`src/hw/rtl/well512_random_generator_core_assert.svh`:
```
// Assertion macros for the WELL512 generator core.
// Used by the top level only; clk_i and rst_ni must be in scope where applied.
`ifndef WELL512_RANDOM_GENERATOR_CORE_ASSERT_SVH
`define WELL512_RANDOM_GENERATOR_CORE_ASSERT_SVH
`ifndef SYNTH
`define W512_ASSERT(lbl, prop, msg) \
  lbl: assert property (@(posedge clk_i) disable iff (!rst_ni) (prop)) else $error(msg);
`define W512_ASSERT_NEXT(lbl, pre, post, msg) \
  lbl: assert property (@(posedge clk_i) disable iff (!rst_ni) (pre) |=> (post)) else $error(msg);
`else
`define W512_ASSERT(lbl, prop, msg)
`define W512_ASSERT_NEXT(lbl, pre, post, msg)
`endif
`endif

```
`src/hw/rtl/w512_pkg.sv`:
```
// Shared types and constants of the WELL512 generator core.
// No dependencies; used by every module of the block.
package w512_pkg;

  localparam int unsigned WordW     = 32;
  localparam int unsigned PoolDepth = 16;
  localparam int unsigned PosW      = 4;

  // Pool taps relative to the current position (the ring keeps position at cell 0).
  localparam int unsigned TapY    = 13;
  localparam int unsigned TapZ    = 9;
  localparam int unsigned TapPrev = 15;

  localparam logic [WordW-1:0] SeedMult   = 32'd1812433253;
  localparam logic [WordW-1:0] TemperMask = 32'hDA44_2D24;

  typedef logic [WordW-1:0] word_t;

  // Shift controls for the row of pool cells.
  typedef struct packed {
    logic gen;   // take the word from the lower neighbour
    logic fill;  // take the word from the upper neighbour
  } shift_t;

endpackage

```
`src/hw/rtl/w512_cell.sv`:
```
// One pool cell: a 32-bit state word that shifts towards either neighbour.
// Depends on w512_pkg.
module w512_cell (
  input  logic             clk_i,
  input  w512_pkg::shift_t shift_i,
  input  w512_pkg::word_t  from_lo_i,
  input  w512_pkg::word_t  from_hi_i,
  output w512_pkg::word_t  word_o
);

  w512_pkg::word_t word_q;

  always_ff @(posedge clk_i) begin
    if (shift_i.gen) begin
      word_q <= from_lo_i;
    end else if (shift_i.fill) begin
      word_q <= from_hi_i;
    end
  end

  assign word_o = word_q;

endmodule

```
`src/hw/rtl/w512_mix.sv`:
```
// Generation mixing network: four pool taps in, two rewritten words out.
// Depends on w512_pkg.
module w512_mix (
  input  w512_pkg::word_t x_i,
  input  w512_pkg::word_t y_i,
  input  w512_pkg::word_t z_i,
  input  w512_pkg::word_t prev_i,
  output w512_pkg::word_t fresh_o,
  output w512_pkg::word_t out_o
);

  w512_pkg::word_t mix;
  w512_pkg::word_t zt;
  w512_pkg::word_t fresh;
  w512_pkg::word_t tempered;

  always_comb begin
    mix      = x_i ^ y_i ^ (x_i << 16) ^ (y_i << 15);
    zt       = z_i ^ (z_i >> 11);
    fresh    = mix ^ zt;
    tempered = fresh ^ ((fresh << 5) & w512_pkg::TemperMask);
  end

  assign fresh_o = fresh;
  assign out_o   = prev_i ^ mix ^ tempered ^ (prev_i << 2) ^ (mix << 18) ^ (zt << 28);

endmodule

```
`src/hw/rtl/w512_seed.sv`:
```
// Seeding sequencer: produces one pool word per cycle from the seed recurrence.
// Depends on w512_pkg.
module w512_seed (
  input  logic             clk_i,
  input  logic             rst_ni,
  input  logic             start_i,
  input  w512_pkg::word_t  seed_i,
  output logic             busy_o,
  output w512_pkg::word_t  value_o
);

  logic                      fill_q, fill_d;
  logic [w512_pkg::PosW-1:0] count_q, count_d;
  w512_pkg::word_t           prev_q, prev_d;
  w512_pkg::word_t           mixed;
  w512_pkg::word_t           prod;
  w512_pkg::word_t           value;

  always_comb begin
    mixed = prev_q ^ (prev_q >> 30);
    prod  = mixed * w512_pkg::SeedMult;
    // The first word of a fill is the seed itself.
    if (count_q == '0) begin
      value = prev_q;
    end else begin
      value = prod + {{(w512_pkg::WordW - w512_pkg::PosW){1'b0}}, count_q};
    end
  end

  always_comb begin
    fill_d  = fill_q;
    count_d = count_q;
    prev_d  = prev_q;
    if (start_i) begin
      fill_d  = 1'b1;
      count_d = '0;
      prev_d  = seed_i;
    end else if (fill_q) begin
      prev_d  = value;
      count_d = count_q + 1'b1;
      if (count_q == w512_pkg::PosW'(w512_pkg::PoolDepth - 1)) begin
        fill_d = 1'b0;
      end
    end
  end

  // Reset starts a fill with a zero seed.
  always_ff @(posedge clk_i or negedge rst_ni) begin
    if (!rst_ni) begin
      fill_q  <= 1'b1;
      count_q <= '0;
      prev_q  <= '0;
    end else begin
      fill_q  <= fill_d;
      count_q <= count_d;
      prev_q  <= prev_d;
    end
  end

  assign busy_o  = fill_q;
  assign value_o = value;

endmodule

```
`src/hw/rtl/well512_random_generator_core.sv`:
```
// WELL512 generator core: a ring of sixteen pool cells, the mixing network,
// the seeding sequencer and the result register. Depends on w512_pkg.
// Generate: result registered in the next cycle; one per cycle unless the output stalls.
// Reseed: fills all sixteen pool words (one seed multiplier, one word a cycle), no result.
// Reset: the same fill runs with a zero seed; input not ready meanwhile.
// The ring rotates on each generate so the current position always sits at cell 0.
`include "well512_random_generator_core_assert.svh"
module well512_random_generator_core (
  input  logic        clk_i,
  input  logic        rst_ni,
  input  logic        s_axis_tvalid,
  output logic        s_axis_tready,
  input  logic [31:0] s_axis_tdata,   // [31:0] seed_value
  input  logic [0:0]  s_axis_tuser,   // [0] action
  output logic        m_axis_tvalid,
  input  logic        m_axis_tready,
  output logic [31:0] m_axis_tdata    // [31:0] random_word
);

  w512_pkg::word_t  words   [w512_pkg::PoolDepth];
  w512_pkg::word_t  from_lo [w512_pkg::PoolDepth];
  w512_pkg::word_t  from_hi [w512_pkg::PoolDepth];
  w512_pkg::shift_t shift;
  w512_pkg::word_t  fresh;
  w512_pkg::word_t  out_word;
  w512_pkg::word_t  seed_word;
  logic             seed_busy;
  logic             in_xfer;
  logic             gen_xfer;
  logic             reseed_xfer;
  logic             out_valid_q;
  w512_pkg::word_t  out_data_q;

  assign s_axis_tready = !seed_busy && (!out_valid_q || m_axis_tready);
  assign in_xfer       = s_axis_tvalid && s_axis_tready;
  assign gen_xfer      = in_xfer && !s_axis_tuser[0];
  assign reseed_xfer   = in_xfer && s_axis_tuser[0];

  assign shift.gen  = gen_xfer;
  assign shift.fill = seed_busy;

  w512_seed u_seed (
    .clk_i   (clk_i),
    .rst_ni  (rst_ni),
    .start_i (reseed_xfer),
    .seed_i  (s_axis_tdata),
    .busy_o  (seed_busy),
    .value_o (seed_word)
  );

  w512_mix u_mix (
    .x_i     (words[0]),
    .y_i     (words[w512_pkg::TapY]),
    .z_i     (words[w512_pkg::TapZ]),
    .prev_i  (words[w512_pkg::TapPrev]),
    .fresh_o (fresh),
    .out_o   (out_word)
  );

  // On generate the new position is one below, so every word moves up one cell;
  // the two rewritten words land in cells 0 and 1. A fill shifts words down from cell 15.
  for (genvar k = 0; k < w512_pkg::PoolDepth; k++) begin : g_cell
    if (k == 0) begin : g_lo_out
      assign from_lo[k] = out_word;
    end else if (k == 1) begin : g_lo_fresh
      assign from_lo[k] = fresh;
    end else begin : g_lo_ring
      assign from_lo[k] = words[k-1];
    end

    if (k == w512_pkg::PoolDepth - 1) begin : g_hi_seed
      assign from_hi[k] = seed_word;
    end else begin : g_hi_ring
      assign from_hi[k] = words[k+1];
    end

    w512_cell u_cell (
      .clk_i     (clk_i),
      .shift_i   (shift),
      .from_lo_i (from_lo[k]),
      .from_hi_i (from_hi[k]),
      .word_o    (words[k])
    );
  end

  always_ff @(posedge clk_i or negedge rst_ni) begin
    if (!rst_ni) begin
      out_valid_q <= 1'b0;
    end else if (gen_xfer) begin
      out_valid_q <= 1'b1;
    end else if (m_axis_tready) begin
      out_valid_q <= 1'b0;
    end
  end

  always_ff @(posedge clk_i) begin
    if (gen_xfer) begin
      out_data_q <= out_word;
    end
  end

  assign m_axis_tvalid = out_valid_q;
  assign m_axis_tdata  = out_data_q;

  `W512_ASSERT_NEXT(a_gen_gives_result, gen_xfer, m_axis_tvalid, "generate transfer gave no result")
  `W512_ASSERT_NEXT(a_reseed_starts_fill, reseed_xfer, seed_busy && !s_axis_tready, "reseed did not start the pool fill")
  `W512_ASSERT(a_no_gen_on_stall, (m_axis_tvalid && !m_axis_tready) |-> !gen_xfer, "generate taken while result stalled")

endmodule
```
`config.mk`:
```
export PLATFORM = sky130hd
export DESIGN_NAME = well512_random_generator_core
export DESIGN_NICKNAME = d
export VERILOG_FILES = /design/src/hw/rtl/w512_pkg.sv /design/src/hw/rtl/w512_cell.sv /design/src/hw/rtl/w512_mix.sv /design/src/hw/rtl/w512_seed.sv /design/src/hw/rtl/well512_random_generator_core.sv
export VERILOG_INCLUDE_DIRS = /design/src /design/src/hw/rtl
export SDC_FILE = /design/constraint.sdc
export NUM_CORES = 2
export LEC_CHECK = 0
export BUFFER_PORTS_ARGS = -buffer_cell sky130_fd_sc_hd__buf_2
export CORE_MARGIN = 10
export CORE_UTILIZATION = 54
export DETAILED_ROUTE_END_ITERATION = 16
export GPL_ROUTABILITY_DRIVEN = 0
export PLACE_DENSITY_LB_ADDON = 0.12
export REMOVE_ABC_BUFFERS = 1
export SLEW_MARGIN = 25
export SYNTH_ARGS = -nofsm -noshare
export SYNTH_HDL_FRONTEND = slang
export SYNTH_SLANG_ARGS = --single-unit
```
`constraint.sdc`:
```
create_clock -name clk_i -period 41 [get_ports clk_i]
set_clock_uncertainty 0.15 [all_clocks]
set_input_delay 10.25 -clock clk_i [delete_from_list [all_inputs] [get_ports clk_i]]
set_output_delay 10.25 -clock clk_i [all_outputs]
set_load 0.03 [all_outputs]
```
* Word level (Yosys, flattened, before mapping)
Index checks and enable logic that the tools add are counted.
Word-level totals: flip-flop bits (word level) 582, output and inout bits 34, word-level logic and storage cells 90
Cells by class: equality and inequality tests 1, bitwise logic cells 12, add/sub/neg operators 2, reductions and logical operators 12, muxes and demuxes 41, multipliers 1
Operator list (number):
- 2-to-1 mux 32 bit | 34
- XOR 32 bit | 10
- adder 32 x 4 -> 32 bit | 1
- multiplier 32 x 31 -> 32 bit (second input constant) | 1
- XOR 32 x 2 -> 32 bit | 1
- XOR 32 x 21 -> 32 bit | 1
- 2-to-1 mux 4 bit | 2
- nonzero test 2 bit | 3
- 2-to-1 mux 1 bit | 5
- adder 4 x 1 -> 4 bit (second input constant) | 1
- equality test 4 bit (second input constant) | 1
- logical AND 1 bit | 4
- logical NOT 4 bit | 1
- logical NOT 1 bit | 3
- logical OR 1 bit | 1

* Depth between registers and ports, before layout
depth after elaboration 10, mapped depth 25, mapped depth without buffers 24

* Cells and area by module
A second synthesis with hierarchy kept.
Unflattened totals: cells, all modules 2399, area total of the unflattened synthesis 37058.0 sq um
By module, submodules not included:
- w512_cell | instances 16, cells each 69, area an instance 1507.7 sq um, sequential area each 960.9 sq um
- w512_seed | instances 1, cells each 1054, area an instance 9970.8 sq um, sequential area each 927.1 sq um
- w512_mix | instances 1, cells each 201, area an instance 1938.1 sq um, sequential area each 0.0 sq um
- well512_random_generator_core | instances 1, cells each 40, area an instance 1026.0 sq um, sequential area each 985.9 sq um

* Worst setup path before layout
OpenSTA, ideal clock, no wires.
path type input to register, start input m_axis_tready, end register g_cell[0].u_cell.word_q[0] (enable), data arrival time 19.899 ns, stages on the path 8, slack 17.311 ns, cells stage by stage inv_1 -> a21oi_1 -> nand2_1 -> or2_2 -> clkbuf_1 -> clkbuf_1 -> clkbuf_1 -> nand2_1
On the way: word-level cells in the longest chain between the ends 5
Ends and longest elaborated chain:
- from (decl) | line well512_random_generator_core.sv:16 | input logic m_axis_tready,
- logical OR 1 bit | line well512_random_generator_core.sv:34 | assign s_axis_tready = !seed_busy && (!out_valid_q || m_axis_tready);
- logical AND 1 bit | line well512_random_generator_core.sv:34
- net s_axis_tready | line well512_random_generator_core.sv:12 | output logic s_axis_tready,
- logical AND 1 bit | line well512_random_generator_core.sv:35 | assign in_xfer = s_axis_tvalid && s_axis_tready;
- logical AND 1 bit | line well512_random_generator_core.sv:36 | assign gen_xfer = in_xfer && !s_axis_tuser[0];
- nonzero test 2 bit (no line)
- to (signal assigned) | line w512_cell.sv:15 | word_q <= from_lo_i;
- to (signal assigned) | line w512_cell.sv:17 | word_q <= from_hi_i;
- to (decl) | line w512_cell.sv:11 | w512_pkg::word_t word_q;
The timed path passes the listed nets, and every way through them passes these cells. A chain may end at the register's enable or synchronous reset.

* Worst setup path after layout
start input m_axis_tready, end output s_axis_tready
On the way: word-level cells in the longest chain between the ends 2
Ends and longest elaborated chain (line):
- logical OR 1 bit | well512_random_generator_core.sv:34
- logical AND 1 bit | well512_random_generator_core.sv:34
- to (decl) | well512_random_generator_core.sv:12
No other way between the ends.

==> run_results.csv <==
group,metric,value,unit
timing,worst_slew_pin_slew,0.996,ns
route,antenna_left,0,
synth,async_flop_share,6.53,%
route,drc,0,
synth,ys.flop_type,"edfxtp_1",
grt,grt_overflow,0,
critical_path,worst-setup-path-type,"primary input to output pin",
finish,drive_above_1_share,6.00,%
finish,fin_nets,3782,
critical_path,required,30.60,ns
route,num_vias,22900,
cts,cts_buffers,61,
synth,synth_top_family_by_area,"simple AND/OR/NAND/NOR gates",
cts,cts_max_path_buffers,3,
route,drt_iter0_drc,2064,
route,drt-total-wl,79800,µm
synth,synth_compound_area_share,4.10,%
cts,postCtsSetupRepairBufs,0,
timing,finalSetupViolCount,0,
cts,clock_sinks,582,
synth,synthMuxAreaShare,0.359,%
finish,area.sequential,17300,µm²
cts,clk_pin_slew_worst_paths,0.06,ns
synth,synthDistinctLibCells,61,
critical_path,end_kind,"output pin",
timing,min_period_over_period,51.7,%
synth,ys_seq_area_share,50.6,%
timing,hold_viol,0,
grt,grt_antenna_before_repair,3,
route,via_per_inst,5.35,
floorplan,fp.dieW,271,µm
synth,synth_fa_ha_area_share,16.6,%
floorplan,die_h,271,µm
timing,drv_slew,0,
route,firstDrtPassIters,5,
synth,netlist_area,34200,µm²
finish,fillers,5420,
floorplan,coreArea,62900,µm²
cts,cts_tree,"done",
finish,syn_to_final_growth,9.34,%
synth,synth_warnings,0,
synth,synth.ff_latch_count,582,
synth,yosys.area_share.simple,17.1,%
floorplan,dieArea,73700,µm²
floorplan,start_util,54.3,%
cts,cts_hold_buf,0,
run_status,outcome,"complete, no violations",
finish,multi_input_area,15400,µm²
timing,fmax,47.2,MHz
grt,grt_max_degree,206,
synth,syn_inst,3358,
critical_path,arrival,10.79,ns
cts,cts-resized-gates,0,
cts,insertion_delay,0.64,ns
critical_path,cp-start-kind,"primary input",
grt,grt_usage,21.6,%
timing,setup_tns,0,ns
cts,cts.htree.levels,2,
route,post_drt_wl_per_cell,18.6,µm
synth,avgSynthCellArea,10.2,µm²
floorplan,io_pins,71,
floorplan,row_count,92,
timing,rsz0062_at_grt,"no",
flow_run,cap_viol_max_count,0,
grt,grt_pass1_wl,127000,µm
hold_path,min_path_type,"flop to flop",
placed_design,portBuffers,70,
placed_design,hpwl,55900,µm
critical_path,critPathMaxFanout,3,
synth,synth_xor_area_share,6.82,%
timing,max_slew_margin,33.6,%
cts,cts_root_buf,"clkbuf_16",
synth,synth_edf_count,544,
critical_path,regToRegSetupSlack,33.22,ns
timing,post-route-min-period,21.19,ns
grt,grt_pass1_vias,22900,
-- worst max-delay path, cell delays in order --
cell	delay, ns
buf_2	0.07
inv_1	0.04
a21oi_1	0.19
buf_2	0.24
-- Yosys cell counts (13+ instances only) --
| cell | count | area share, % |
|---|---|---|
| a21o_1 | 13 | 0.29 |
| a21oi_1 | 55 | 0.81 |
| a22oi_1 | 27 | 0.59 |
| buf_2 | 42 | 0.62 |
| clkbuf_1 | 87 | 0.96 |
| dfrtp_1 | 37 | 2.7 |
| edfxtp_1 | 544 | 48 |
| fa_1 | 148 | 8.7 |
| ha_1 | 217 | 7.9 |
| inv_1 | 245 | 2.7 |
| nand2_1 | 1430 | 16 |
| nor2_1 | 52 | 0.57 |
| o21ai_0 | 70 | 1.0 |
| xnor2_1 | 207 | 5.3 |
| xor2_1 | 59 | 1.5 |
-- worst paths after layout --
kind,cells after the start,start,to
min reg2reg,2,u_seed.prev_q[1]$_DFFE_PN0P_,u_seed.prev_q[1]$_DFFE_PN0P_
max in group asynchronous,1,rst_ni,u_seed.prev_q[22]$_DFFE_PN0P_
max reg2reg,25,u_seed.prev_q[30]$_DFFE_PN0P_,g_cell[15].u_cell.word_o[30]$_DFFE_PP_
max,4,m_axis_tready,s_axis_tready
min in group asynchronous,1,rst_ni,u_seed.count_q[2]$_DFFE_PN0P_
min,2,u_seed.prev_q[1]$_DFFE_PN0P_,u_seed.prev_q[1]$_DFFE_PN0P_
-- registers in the layout (all words and copies together) (netlist names) --
signal / flops
m_axis_tdata: 32
m_axis_tvalid: 1
u_seed.busy_o: 1
u_seed.count_q: 4
u_seed.prev_q: 32
g_cell.u_cell.word_o: 512
-- final cells by class --
cell class / count / area share, %
sequential: 582 / 46.3
multi-input combinational: 2390 / 41.2
clock buffer: 75 / 4.34
tap: 846 / 2.83
inverter: 245 / 2.48
timing repair buffer: 100 / 1.81
clock inverter: 40 / 1.07
antenna: 1 / 0.00670
-- kinds of logic (layout without fill, tap and decap cells) --
family | after synthesis | after routing
xor+xnor | 266 | 266
flops | 582 | 582
compound gates | 220 | 220
buf+inv | 386 | 460
fa+ha+maj | 365 | 365
simple gates | 1527 | 1527
mux | 12 | 12
other cells | 0 | 1
-- per-stage QoR --
| step | hold WS, ns | setup WS, ns | cell area [µm²] | util, % | std cells |
|---|---|---|---|---|---|
| after floorplan | 0.331 | 5.85 | 33600 | - | 3217 |
| after global placement | 0.334 | 19.78 | 35200 | 56.1 | 4160 |
| after detailed placement | 0.364 | 19.81 | 35200 | 56.1 | 4160 |
| after CTS | 0.376 | 19.81 | 37300 | 59.3 | 4275 |
| after global routing | 0.398 | 19.71 | 37300 | 59.4 | 4278 |
| final | 0.374 | 19.81 | 37300 | 59.4 | 4279 |
-- cell usage in the layout (no fill, tap or decap), types with 11 or more instances in the layout --
cell type and n:
edfxtp_1 544, clkinv_1 16, nand3_1 12, xor2_1 58
o21ai_0 69, a22oi_1 27, a21oi_1 55, buf_2 69
clkbuf_16 62, clkbuf_1 11, a21o_1 13, nor2_1 52
inv_1 244, ha_1 217, buf_4 25, dfrtp_1 37
nand2_1 1429, xnor2_1 207, fa_1 148
-- layer usage --
metal	global-route usage (%)	up-vias	wire, µm
li1	-	11000	-
met1	29.6	11200	35200
met2	34.8	618	37600
met3	3.11	124	4400
met4	7.30	2	2580
met5	0	-	12
Power is not shown: default switching activity piles up to over one toggle a cycle in this logic, so the estimate is an artifact.
